`src/sra_pkg.sv`:
```
// shared widths, codes, state and status types for the shard resource allocator
`default_nettype none

package sra_pkg;

	// field and datapath widths
	localparam int CfgW     = 16;
	localparam int BacklogW = 16;
	localparam int LoadW    = 19;
	localparam int BaseW    = 17;
	localparam int ProdW    = 38;
	localparam int NumW     = 40;
	localparam int DenW     = 36;
	localparam int GrantW   = 31;
	localparam int TotalW   = 40;
	localparam int ThrW     = 18;
	localparam int SqW      = 34;
	localparam int RootW    = 17;
	localparam int HiW      = NumW - GrantW;
	localparam int DivCntW  = 5;
	localparam int CfgIdxW  = 2;

	localparam logic [GrantW-1:0] GRANT_MAX = '1;
	localparam logic [TotalW-1:0] TOTAL_MAX = '1;
	localparam logic [CfgW-1:0]   PENALTY_RST = CfgW'(1);

	// register indexes on the config port
	typedef enum logic [CfgIdxW-1:0] {
		CFG_PENALTY  = 2'd0,
		CFG_POWER_Q  = 2'd1,
		CFG_BW_Q     = 2'd2
	} sra_cfg_idx_t;

	// sequencer states
	typedef enum logic [3:0] {
		ST_IDLE,
		ST_MUL_L,
		ST_MUL_P,
		ST_MUL_B,
		ST_DIVP_GO,
		ST_DIVP_WAIT,
		ST_DIVB_GO,
		ST_DIVB_WAIT,
		ST_SQP_GO,
		ST_SQP_WAIT,
		ST_SQB_GO,
		ST_SQB_WAIT,
		ST_TOTAL
	} sra_state_t;

	// divider status back to the sequencer
	typedef struct packed {
		logic              done;
		logic              sat;
		logic [GrantW-1:0] quo;
	} sra_div_res_t;

	// square root status back to the sequencer
	typedef struct packed {
		logic             done;
		logic [RootW-1:0] root;
	} sra_sqrt_res_t;

endpackage

`default_nettype wire

```
`src/sra_if.sv`:
```
// valid/ready channel interfaces for shard items and allocation results
`default_nettype none

interface sra_shard_if import sra_pkg::*; ();
	logic                valid;
	logic                ready;
	logic [BacklogW-1:0] shard_backlog;
	logic                last_shard;

	modport source (output valid, output shard_backlog, output last_shard, input ready);
	modport sink (input valid, input shard_backlog, input last_shard, output ready);
endinterface

interface sra_result_if import sra_pkg::*; ();
	logic              valid;
	logic              ready;
	logic [GrantW-1:0] power_grant;
	logic [GrantW-1:0] bandwidth_grant;
	logic [ThrW-1:0]   shard_throughput;
	logic [TotalW-1:0] power_total;
	logic [TotalW-1:0] bandwidth_total;
	logic              saturated;
	logic              batch_end;

	modport source (output valid, output power_grant, output bandwidth_grant,
		output shard_throughput, output power_total, output bandwidth_total,
		output saturated, output batch_end, input ready);
	modport sink (input valid, input power_grant, input bandwidth_grant,
		input shard_throughput, input power_total, input bandwidth_total,
		input saturated, input batch_end, output ready);
endinterface

`default_nettype wire

```
`src/shard_resource_allocation.sv`:
```
// drift-plus-penalty allocator top: config registers, sequencer, shared multiplier, totals
// items are taken one at a time, the next only once the sequencer is back in idle; the two 31-step divisions dominate
// one squaring multiplier, one divider and one square root unit are shared by both resources
// a finished result waits in an output register while the next item is taken
// arst_n clears the sequencer, output valid, batch totals and sets V to 1 and Z to 0
`default_nettype none

module shard_resource_allocation import sra_pkg::*; (
	input  wire logic               clk,
	input  wire logic               arst_n,
	sra_shard_if.sink               shard,
	sra_result_if.source            result,
	input  wire logic               cfg_we,
	input  wire logic [CfgIdxW-1:0] cfg_index,
	input  wire logic [CfgW-1:0]    cfg_wdata
);

	sra_state_t state_q, state_n;

	logic [CfgW-1:0]   penalty_q;
	logic [CfgW-1:0]   zp_q;
	logic [CfgW-1:0]   zb_q;
	logic [TotalW-1:0] psum_q;
	logic [TotalW-1:0] bsum_q;

	logic [LoadW-1:0]  load_q;
	logic              last_q;
	logic [ProdW-1:0]  load_sq_q;
	logic [SqW-1:0]    bp_sq_q;
	logic [SqW-1:0]    bb_sq_q;
	logic [GrantW-1:0] gp_q;
	logic [GrantW-1:0] gb_q;
	logic [RootW-1:0]  rp_q;
	logic              sat_q;

	logic              out_valid_q;
	logic [GrantW-1:0] out_gp_q;
	logic [GrantW-1:0] out_gb_q;
	logic [ThrW-1:0]   out_thr_q;
	logic [TotalW-1:0] out_pt_q;
	logic [TotalW-1:0] out_bt_q;
	logic              out_sat_q;
	logic              out_end_q;

	logic              accept;
	logic              out_free;
	logic              out_load;
	logic [LoadW-1:0]  load_n;
	logic [BaseW-1:0]  base_p;
	logic [BaseW-1:0]  base_b;
	logic [LoadW-1:0]  mul_a;
	logic [ProdW-1:0]  mul_p;
	logic              div_start;
	logic [NumW-1:0]   div_num;
	logic [DenW-1:0]   div_den;
	sra_div_res_t      div_res;
	logic              sq_start;
	logic [SqW-1:0]    sq_v;
	sra_sqrt_res_t     sq_res;
	logic [TotalW:0]   psum_add;
	logic [TotalW:0]   bsum_add;
	logic [TotalW-1:0] pt_n;
	logic [TotalW-1:0] bt_n;
	logic              tot_sat;

	assign accept   = shard.valid && shard.ready;
	assign out_free = !out_valid_q || result.ready;

	// config registers
	always_ff @(posedge clk or negedge arst_n) begin
		if (!arst_n) begin
			penalty_q <= PENALTY_RST;
			zp_q      <= '0;
			zb_q      <= '0;
		end else if (cfg_we) begin
			case (cfg_index)
				CFG_PENALTY: penalty_q <= cfg_wdata;
				CFG_POWER_Q: zp_q      <= cfg_wdata;
				CFG_BW_Q:    zb_q      <= cfg_wdata;
				default:     ;
			endcase
		end
	end

	// load Q + 5V and the two bases V + Z
	assign load_n = LoadW'(shard.shard_backlog) + LoadW'({penalty_q, 2'b00})
		+ LoadW'(penalty_q);
	assign base_p = BaseW'(penalty_q) + BaseW'(zp_q);
	assign base_b = BaseW'(penalty_q) + BaseW'(zb_q);

	// shared squaring multiplier
	always_comb begin
		case (state_q)
			ST_MUL_P: mul_a = LoadW'(base_p);
			ST_MUL_B: mul_a = LoadW'(base_b);
			default:  mul_a = load_q;
		endcase
	end
	assign mul_p = mul_a * mul_a;

	// divider operands: 5*load^2 or 4*load^2 over 4*base^2
	assign div_start = (state_q == ST_DIVP_GO) || (state_q == ST_DIVB_GO);
	always_comb begin
		if (state_q == ST_DIVP_GO) begin
			div_num = NumW'({load_sq_q, 2'b00}) + NumW'(load_sq_q);
			div_den = {bp_sq_q, 2'b00};
		end else begin
			div_num = NumW'({load_sq_q, 2'b00});
			div_den = {bb_sq_q, 2'b00};
		end
	end

	sra_div u_div (
		.clk    (clk),
		.arst_n (arst_n),
		.start  (div_start),
		.num    (div_num),
		.den    (div_den),
		.res    (div_res)
	);

	// square root operands: 5*power grant or 4*bandwidth grant
	assign sq_start = (state_q == ST_SQP_GO) || (state_q == ST_SQB_GO);
	always_comb begin
		if (state_q == ST_SQP_GO) begin
			sq_v = SqW'({gp_q, 2'b00}) + SqW'(gp_q);
		end else begin
			sq_v = SqW'({gb_q, 2'b00});
		end
	end

	sra_isqrt u_isqrt (
		.clk    (clk),
		.arst_n (arst_n),
		.start  (sq_start),
		.v      (sq_v),
		.res    (sq_res)
	);

	// saturating batch totals
	assign psum_add = (TotalW+1)'(psum_q) + (TotalW+1)'(gp_q);
	assign bsum_add = (TotalW+1)'(bsum_q) + (TotalW+1)'(gb_q);
	assign pt_n     = psum_add[TotalW] ? TOTAL_MAX : psum_add[TotalW-1:0];
	assign bt_n     = bsum_add[TotalW] ? TOTAL_MAX : bsum_add[TotalW-1:0];
	assign tot_sat  = psum_add[TotalW] || bsum_add[TotalW];

	// sequencer state register
	always_ff @(posedge clk or negedge arst_n) begin
		if (!arst_n) begin
			state_q <= ST_IDLE;
		end else begin
			state_q <= state_n;
		end
	end

	// next state and handshake
	always_comb begin
		state_n     = state_q;
		shard.ready = 1'b0;
		out_load    = 1'b0;
		case (state_q)
			ST_IDLE: begin
				shard.ready = 1'b1;
				if (shard.valid) state_n = ST_MUL_L;
			end
			ST_MUL_L:     state_n = ST_MUL_P;
			ST_MUL_P:     state_n = ST_MUL_B;
			ST_MUL_B:     state_n = ST_DIVP_GO;
			ST_DIVP_GO:   state_n = ST_DIVP_WAIT;
			ST_DIVP_WAIT: if (div_res.done) state_n = ST_DIVB_GO;
			ST_DIVB_GO:   state_n = ST_DIVB_WAIT;
			ST_DIVB_WAIT: if (div_res.done) state_n = ST_SQP_GO;
			ST_SQP_GO:    state_n = ST_SQP_WAIT;
			ST_SQP_WAIT:  if (sq_res.done) state_n = ST_SQB_GO;
			ST_SQB_GO:    state_n = ST_SQB_WAIT;
			ST_SQB_WAIT:  if (sq_res.done) state_n = ST_TOTAL;
			ST_TOTAL: begin
				if (out_free) begin
					out_load = 1'b1;
					state_n  = ST_IDLE;
				end
			end
			default:      state_n = ST_IDLE;
		endcase
	end

	// working registers of one item
	always_ff @(posedge clk) begin
		if (accept) begin
			load_q <= load_n;
			last_q <= shard.last_shard;
			sat_q  <= 1'b0;
		end
		if (state_q == ST_MUL_L) load_sq_q <= mul_p;
		if (state_q == ST_MUL_P) bp_sq_q   <= mul_p[SqW-1:0];
		if (state_q == ST_MUL_B) bb_sq_q   <= mul_p[SqW-1:0];
		if ((state_q == ST_DIVP_WAIT) && div_res.done) begin
			gp_q  <= div_res.quo;
			sat_q <= sat_q || div_res.sat;
		end
		if ((state_q == ST_DIVB_WAIT) && div_res.done) begin
			gb_q  <= div_res.quo;
			sat_q <= sat_q || div_res.sat;
		end
		if ((state_q == ST_SQP_WAIT) && sq_res.done) rp_q <= sq_res.root;
	end

	// batch totals, cleared after the last shard
	always_ff @(posedge clk or negedge arst_n) begin
		if (!arst_n) begin
			psum_q <= '0;
			bsum_q <= '0;
		end else if (out_load) begin
			psum_q <= last_q ? '0 : pt_n;
			bsum_q <= last_q ? '0 : bt_n;
		end
	end

	// output register
	always_ff @(posedge clk or negedge arst_n) begin
		if (!arst_n) begin
			out_valid_q <= 1'b0;
		end else if (out_load) begin
			out_valid_q <= 1'b1;
		end else if (result.ready) begin
			out_valid_q <= 1'b0;
		end
	end

	always_ff @(posedge clk) begin
		if (out_load) begin
			out_gp_q  <= gp_q;
			out_gb_q  <= gb_q;
			out_thr_q <= ThrW'(rp_q) + ThrW'(sq_res.root);
			out_pt_q  <= pt_n;
			out_bt_q  <= bt_n;
			out_sat_q <= sat_q || tot_sat;
			out_end_q <= last_q;
		end
	end

	assign result.valid            = out_valid_q;
	assign result.power_grant      = out_gp_q;
	assign result.bandwidth_grant  = out_gb_q;
	assign result.shard_throughput = out_thr_q;
	assign result.power_total      = out_pt_q;
	assign result.bandwidth_total  = out_bt_q;
	assign result.saturated        = out_sat_q;
	assign result.batch_end        = out_end_q;

endmodule

`default_nettype wire

```
`src/sra_div.sv`:
```
// restoring divider, one quotient bit per cycle, with saturation check up front
`default_nettype none

module sra_div import sra_pkg::*; (
	input  wire logic            clk,
	input  wire logic            arst_n,
	input  wire logic            start,
	input  wire logic [NumW-1:0] num,
	input  wire logic [DenW-1:0] den,
	output sra_div_res_t         res
);

	logic               busy_q;
	logic               done_q;
	logic               sat_q;
	logic [DivCntW-1:0] cnt_q;
	logic [DenW-1:0]    rem_q;
	logic [DenW-1:0]    den_q;
	logic [GrantW-1:0]  low_q;
	logic [GrantW-1:0]  quo_q;
	logic               ovf;
	logic [DenW:0]      trial;
	logic [DenW:0]      diff;
	logic               ge;

	// quotient needs more than GrantW bits, or divisor is zero
	assign ovf = (den[DenW-1:HiW] == '0) && (num[NumW-1:GrantW] >= den[HiW-1:0]);

	// one trial subtraction per cycle
	assign trial = {rem_q, low_q[GrantW-1]};
	assign diff  = trial - {1'b0, den_q};
	assign ge    = trial >= {1'b0, den_q};

	// control
	always_ff @(posedge clk or negedge arst_n) begin
		if (!arst_n) begin
			busy_q <= 1'b0;
			done_q <= 1'b0;
			cnt_q  <= '0;
		end else begin
			done_q <= 1'b0;
			if (start) begin
				if (ovf) begin
					done_q <= 1'b1;
				end else begin
					busy_q <= 1'b1;
					cnt_q  <= DivCntW'(GrantW);
				end
			end else if (busy_q) begin
				cnt_q <= cnt_q - DivCntW'(1);
				if (cnt_q == DivCntW'(1)) begin
					busy_q <= 1'b0;
					done_q <= 1'b1;
				end
			end
		end
	end

	// datapath
	always_ff @(posedge clk) begin
		if (start) begin
			sat_q <= ovf;
			quo_q <= GRANT_MAX;
			rem_q <= DenW'(num[NumW-1:GrantW]);
			low_q <= num[GrantW-1:0];
			den_q <= den;
		end else if (busy_q) begin
			rem_q <= ge ? diff[DenW-1:0] : trial[DenW-1:0];
			low_q <= {low_q[GrantW-2:0], 1'b0};
			quo_q <= {quo_q[GrantW-2:0], ge};
		end
	end

	assign res.done = done_q;
	assign res.sat  = sat_q;
	assign res.quo  = quo_q;

endmodule

`default_nettype wire

```
`src/sra_isqrt.sv`:
```
// integer square root, one result bit per cycle
`default_nettype none

module sra_isqrt import sra_pkg::*; (
	input  wire logic           clk,
	input  wire logic           arst_n,
	input  wire logic           start,
	input  wire logic [SqW-1:0] v,
	output sra_sqrt_res_t       res
);

	logic           busy_q;
	logic           done_q;
	logic [SqW-1:0] val_q;
	logic [SqW:0]   root_q;
	logic [SqW:0]   bit_q;
	logic [SqW:0]   trial;
	logic           ge;

	assign trial = root_q + bit_q;
	assign ge    = {1'b0, val_q} >= trial;

	// control
	always_ff @(posedge clk or negedge arst_n) begin
		if (!arst_n) begin
			busy_q <= 1'b0;
			done_q <= 1'b0;
		end else begin
			done_q <= 1'b0;
			if (start) begin
				busy_q <= 1'b1;
			end else if (busy_q && bit_q[0]) begin
				busy_q <= 1'b0;
				done_q <= 1'b1;
			end
		end
	end

	// digit step
	always_ff @(posedge clk) begin
		if (start) begin
			val_q  <= v;
			root_q <= '0;
			bit_q  <= (SqW+1)'(1) << (SqW - 2);
		end else if (busy_q) begin
			if (ge) begin
				val_q  <= val_q - trial[SqW-1:0];
				root_q <= (root_q >> 1) + bit_q;
			end else begin
				root_q <= root_q >> 1;
			end
			bit_q <= bit_q >> 2;
		end
	end

	assign res.done = done_q;
	assign res.root = root_q[RootW-1:0];

endmodule

`default_nettype wire

```
`src/flat_wrapper.sv`:
```
// flat-port wrapper written by rule: the top's interface ports become plain ports
module shard_resource_allocation_flat import sra_pkg::*;
  (clk, arst_n, cfg_we, cfg_index, cfg_wdata, shard_valid, shard_shard_backlog, shard_last_shard, shard_ready, result_valid, result_power_grant, result_bandwidth_grant, result_shard_throughput, result_power_total, result_bandwidth_total, result_saturated, result_batch_end, result_ready);
  sra_shard_if shard_i ();
  sra_result_if result_i ();
  input  wire logic clk;
  input  wire logic arst_n;
  input  wire logic cfg_we;
  input  wire logic [CfgIdxW-1:0] cfg_index;
  input  wire logic [CfgW-1:0] cfg_wdata;
  input wire logic [$bits(shard_i.valid)-1:0] shard_valid;
  input wire logic [$bits(shard_i.shard_backlog)-1:0] shard_shard_backlog;
  input wire logic [$bits(shard_i.last_shard)-1:0] shard_last_shard;
  output wire logic [$bits(shard_i.ready)-1:0] shard_ready;
  output wire logic [$bits(result_i.valid)-1:0] result_valid;
  output wire logic [$bits(result_i.power_grant)-1:0] result_power_grant;
  output wire logic [$bits(result_i.bandwidth_grant)-1:0] result_bandwidth_grant;
  output wire logic [$bits(result_i.shard_throughput)-1:0] result_shard_throughput;
  output wire logic [$bits(result_i.power_total)-1:0] result_power_total;
  output wire logic [$bits(result_i.bandwidth_total)-1:0] result_bandwidth_total;
  output wire logic [$bits(result_i.saturated)-1:0] result_saturated;
  output wire logic [$bits(result_i.batch_end)-1:0] result_batch_end;
  input wire logic [$bits(result_i.ready)-1:0] result_ready;
  assign shard_i.valid = shard_valid;
  assign shard_i.shard_backlog = shard_shard_backlog;
  assign shard_i.last_shard = shard_last_shard;
  assign shard_ready = shard_i.ready;
  assign result_valid = result_i.valid;
  assign result_power_grant = result_i.power_grant;
  assign result_bandwidth_grant = result_i.bandwidth_grant;
  assign result_shard_throughput = result_i.shard_throughput;
  assign result_power_total = result_i.power_total;
  assign result_bandwidth_total = result_i.bandwidth_total;
  assign result_saturated = result_i.saturated;
  assign result_batch_end = result_i.batch_end;
  assign result_i.ready = result_ready;
  shard_resource_allocation u_core (.clk(clk), .arst_n(arst_n), .shard(shard_i), .result(result_i), .cfg_we(cfg_we), .cfg_index(cfg_index), .cfg_wdata(cfg_wdata));
endmodule
```
`config.mk`:
```
export PLATFORM = sky130hd
export DESIGN_NAME = shard_resource_allocation_flat
export DESIGN_NICKNAME = d
export VERILOG_FILES = /design/src/sra_pkg.sv /design/src/sra_if.sv /design/src/shard_resource_allocation.sv /design/src/sra_div.sv /design/src/sra_isqrt.sv /design/src/flat_wrapper.sv
export SDC_FILE = /design/constraint.sdc
export NUM_CORES = 2
export LEC_CHECK = 0
export BUFFER_PORTS_ARGS = -buffer_cell sky130_fd_sc_hd__clkbuf_2
export CAP_MARGIN = 20
export CORE_UTILIZATION = 58
export CTS_CLUSTER_SIZE = 10
export DETAILED_ROUTE_END_ITERATION = 6
export MAX_ROUTING_LAYER = met4
export PLACE_DENSITY = 0.77
export SETUP_SLACK_MARGIN = 0.15
export SLEW_MARGIN = 20
export SYNTH_ARGS = -nofsm -noshare
export SYNTH_HDL_FRONTEND = slang
export SYNTH_SLANG_ARGS = --single-unit
```
`constraint.sdc`:
```
create_clock -name clk -period 11.1 [get_ports clk]
set_clock_uncertainty 0.2 [all_clocks]
set_input_delay 1.11 -clock clk [delete_from_list [all_inputs] [get_ports clk]]
set_output_delay 1.11 -clock clk [all_outputs]
set_load 0.1 [all_outputs]
```
==> reports/qor.csv <==
stage,metric,value,unit
status,outcome,"finished, final reports clean",
synth,ys_seq_area_frac,0.388,
setup_path,crit_buf_inv,7,
cts,htree_levels,3,
job,drv_cap,0,
timing,rsz0062_at_grt,no,
floorplan,die-area,89800,µm²
timing,fmax,95.8,MHz
synth,synth.distinct_cells,97,
cts,clock_sinks,725,
timing,fin_crit_sh,0.940,
synth,synth_top_area_cell,edfxtp_1,
setup_path,crit_path_max_fanout,16,
cells_and_area,fin_nets,5948,
floorplan,rows,108,
route,avgViaCountPerCell,6.06,
placed_design,dp_hpwl,99000,µm
global_routing,grt_pass1_vias,37984,
synth,async_flop_share,0.196,
route,drt-total-wl,132000,µm
synth,syn_area,51400,µm²
cts,cts_root_buf,clkbuf_16,
worst_hold_path,hold_path.class,flop to flop,
timing,slew_headroom,0.237,
setup_path,cpLargestDelayFamily,adder cells,
timing,fin_setup_tns,0,ns
cells_and_area,layout_common_cells,"nand2_1, inv_1, edfxtp_1",
global_routing,met2_usage,0.461,
setup_path,critPathSlowestCell,fa_1,
cells_and_area,layout_commonest_cell,nand2_1,
global_routing,grt_max_degree,129,
placed_design,io_buffers,203,
cells_and_area,fillCellCount,6948,
setup_path,worst_setup_path_end_kind,flop,
setup_path,worst_r2r_path_depth,36,
synth,syn_area_per_cell,10.2,µm²
floorplan,initial_core_util,0.589,
floorplan,die_x,300,µm
cells_and_area,areaGrowthSynthToFinish,9.59,%
global_routing,antenna_found_initial,8,
setup_path,crit_path_start_kind,flop,
global_routing,grt_pass1_wl,206000,µm
synth,yosysWarningCount,0,
setup_path,cp.required,11.33,ns
synth,yosysTopAreaCellShare,0.276,
synth,synth_ff_type,edfxtp_1,
setup_path,timing.rr.end,u_core.load_sq_q[35],
setup_path,r2r-start,u_core.state_q[0],
global_routing,grt.busiest_layer,met2,
synth,synth-seq-cells,725,
synth,synth-edff-count,473,
global_routing,grt_util_all_layers,0.300,
route,vias,39158,
setup_path,regToRegSetupSlack,0.66,ns
floorplan,ioPinCount,204,
global_routing,use_met3,0.0512,
placed_design,gp_congestion,0.983,
cts,cts_tree,built,
timing,hold_violations,0,
route,drtIter0Drc,3410,
synth,synthTopCellsByArea,"edfxtp_1, fa_1, ha_1, dfrtp_1, dfxtp_1",
setup_path,cp_common_cell,fa_1,
cts,cts_buffers,86,
route,drc,0,
route,wl_per_cell,20.4,µm
route,firstDrtPassIters,5,
cts,clk_latency,0.66,ns
floorplan,core_area,87300,µm²
setup_path,critPathKind,flop to flop,
cts,cts.path.max_buffers,3,
setup_path,crit_end,u_core.load_sq_q[35],
cells_and_area,drive_gt1_frac,0.101,
timing,worstMarginPinSlew,1.13,ns
global_routing,grtUsageMet1,0.408,
cts,cts.clk_slew.worst_paths,0.05,ns
synth,synth_nets,5773,
setup_path,cp-startpoint,u_core.state_q[0],
setup_path,arrival,10.67,ns
route,drtAntennaViolNets,0,
synth,synth_cells,5055,
timing,drv_slew,0,
global_routing,gr-total-overflow,0,
floorplan,die_h,300,µm
setup_path,crit_cells,36,
timing,setup_viol,0,
setup_path,critPathMaxStageDelay,0.54,ns
timing,fin_crit,10.44,ns
-- per-stage QoR --
step           hold WS, ns  area [µm²]  utilization  std cells  worst slack [ns]
3_3_place_gp         0.241       53600        0.614       6294             0.545
2_1_floorplan        0.224       51400            -       5055             0.661
5_1_grt              0.282       56300        0.645       6464             0.160
6_report             0.256       56300        0.645       6464             0.663
4_1_cts              0.254       56200        0.644       6454             0.221
3_5_place_dp         0.236       53600        0.614       6294             0.272
-- worst register-to-register path, delay by kind of cell, from the launching register on --
family	cells	cell delay (ns)
xor gates and xnor gates	1	0.15
muxes	2	0.78
buffers and inverters	7	1.15
and+or+nand+nor	7	1.61
DFF	1	0.32
adders and majority gates	8	3.69
AOI/OAI and AO/OA	11	2.33
-- Yosys cell counts (all sizes together) (17+ instances only) --
cell / n
or2: 18
o21a: 46
dfxtp: 110
or3: 24
o221ai: 23
o21ai: 301
a21oi: 288
mux2i: 73
dfrtp: 141
nor2: 309
nor4: 17
ha: 409
mux2: 95
a22o: 60
and2: 42
nand3: 70
nand2b: 42
nor2b: 47
and3: 69
o211ai: 31
nand4: 31
a31oi: 83
o21bai: 37
nand2: 509
inv: 494
o22ai: 22
xor2: 113
buf: 33
nor3: 84
xnor2: 169
a21o: 115
edfxtp: 473
fa: 269
a31o: 18
o31ai: 25
a211oi: 48
clkbuf: 132
-- sequential cells by signal (all words and copies together) (netlist names), 17 cells and up --
register / flops
u_core.result.power_grant: 31
u_core.bb_sq_q: 33
u_core.result.power_total: 40
u_core.gp_q: 31
u_core.u_isqrt.root_q: 35
u_core.result.bandwidth_total: 40
u_core.rp_q: 17
u_core.psum_q: 40
u_core.result.shard_throughput: 18
u_core.bp_sq_q: 33
u_core.u_isqrt.val_q: 34
u_core.bsum_q: 40
u_core.u_div.low_q: 31
u_core.load_q: 19
u_core.u_div.quo_q: 31
u_core.gb_q: 31
u_core.u_div.den_q: 33
u_core.load_sq_q: 37
u_core.result.bandwidth_grant: 31
u_core.u_div.rem_q: 36
u_core.u_isqrt.bit_q: 17
-- timing repair --
item                       4_1_cts  5_1_grt
setup buffers                    0        3
resized for setup                0        9
setup endpoints to repair        0       15
hold buffers                     0        0
-- metal layers --
metal | share of wire | up-vias | wire, µm
met5 | 0 | - | 0
met4 | 0.028 | 0 | 3660
met3 | 0.080 | 269 | 10600
met2 | 0.46 | 1489 | 60400
met1 | 0.43 | 19030 | 57200
li1 | - | 18370 | -
-- how the worst min path moves through the flow --
stage          depth (start not counted)                      end                   start
3_5_place_dp                           0          u_core.gb_q[30]  u_core.u_div.quo_q[30]
6_report                               0          u_core.gp_q[30]  u_core.u_div.quo_q[30]
3_3_place_gp                           0          u_core.gb_q[30]  u_core.u_div.quo_q[30]
5_1_grt                                0          u_core.gb_q[30]  u_core.u_div.quo_q[30]
4_1_cts                                0          u_core.gp_q[30]  u_core.u_div.quo_q[30]
2_1_floorplan                          0  u_core.result.batch_end           u_core.last_q
-- layout make-up --
| class | count | area (µm²) | area share |
|---|---|---|---|
| Clock buffer | 149 | 2480 | 0.0440 |
| Inverter | 497 | 1880 | 0.0335 |
| Multi-Input combinational cell | 3668 | 29000 | 0.515 |
| Antenna cell | 7 | 17.5 | 0.000311 |
| Sequential cell | 725 | 20000 | 0.354 |
| Clock inverter | 11 | 124 | 0.00220 |
| Tap cell | 1155 | 1450 | 0.0257 |
| Timing Repair Buffer | 252 | 1390 | 0.0247 |
-- logic make-up (layout without fill, tap and decap cells) --
group,Yosys count,count (layout),synth area share
XOR/XNOR,282,282,0.0482
AND/OR/NAND/NOR,1312,1312,0.118
adder cells (fa/ha/maj),678,678,0.204
multiplexers,168,168,0.0350
other,0,7,0
AO/OA/AOI/OAI,1228,1228,0.157
buffers and inverters,662,909,0.0490
flip-flops,725,725,0.388
Power is not shown: default switching activity piles up to over one toggle a cycle in this logic, so the estimate is an artifact.
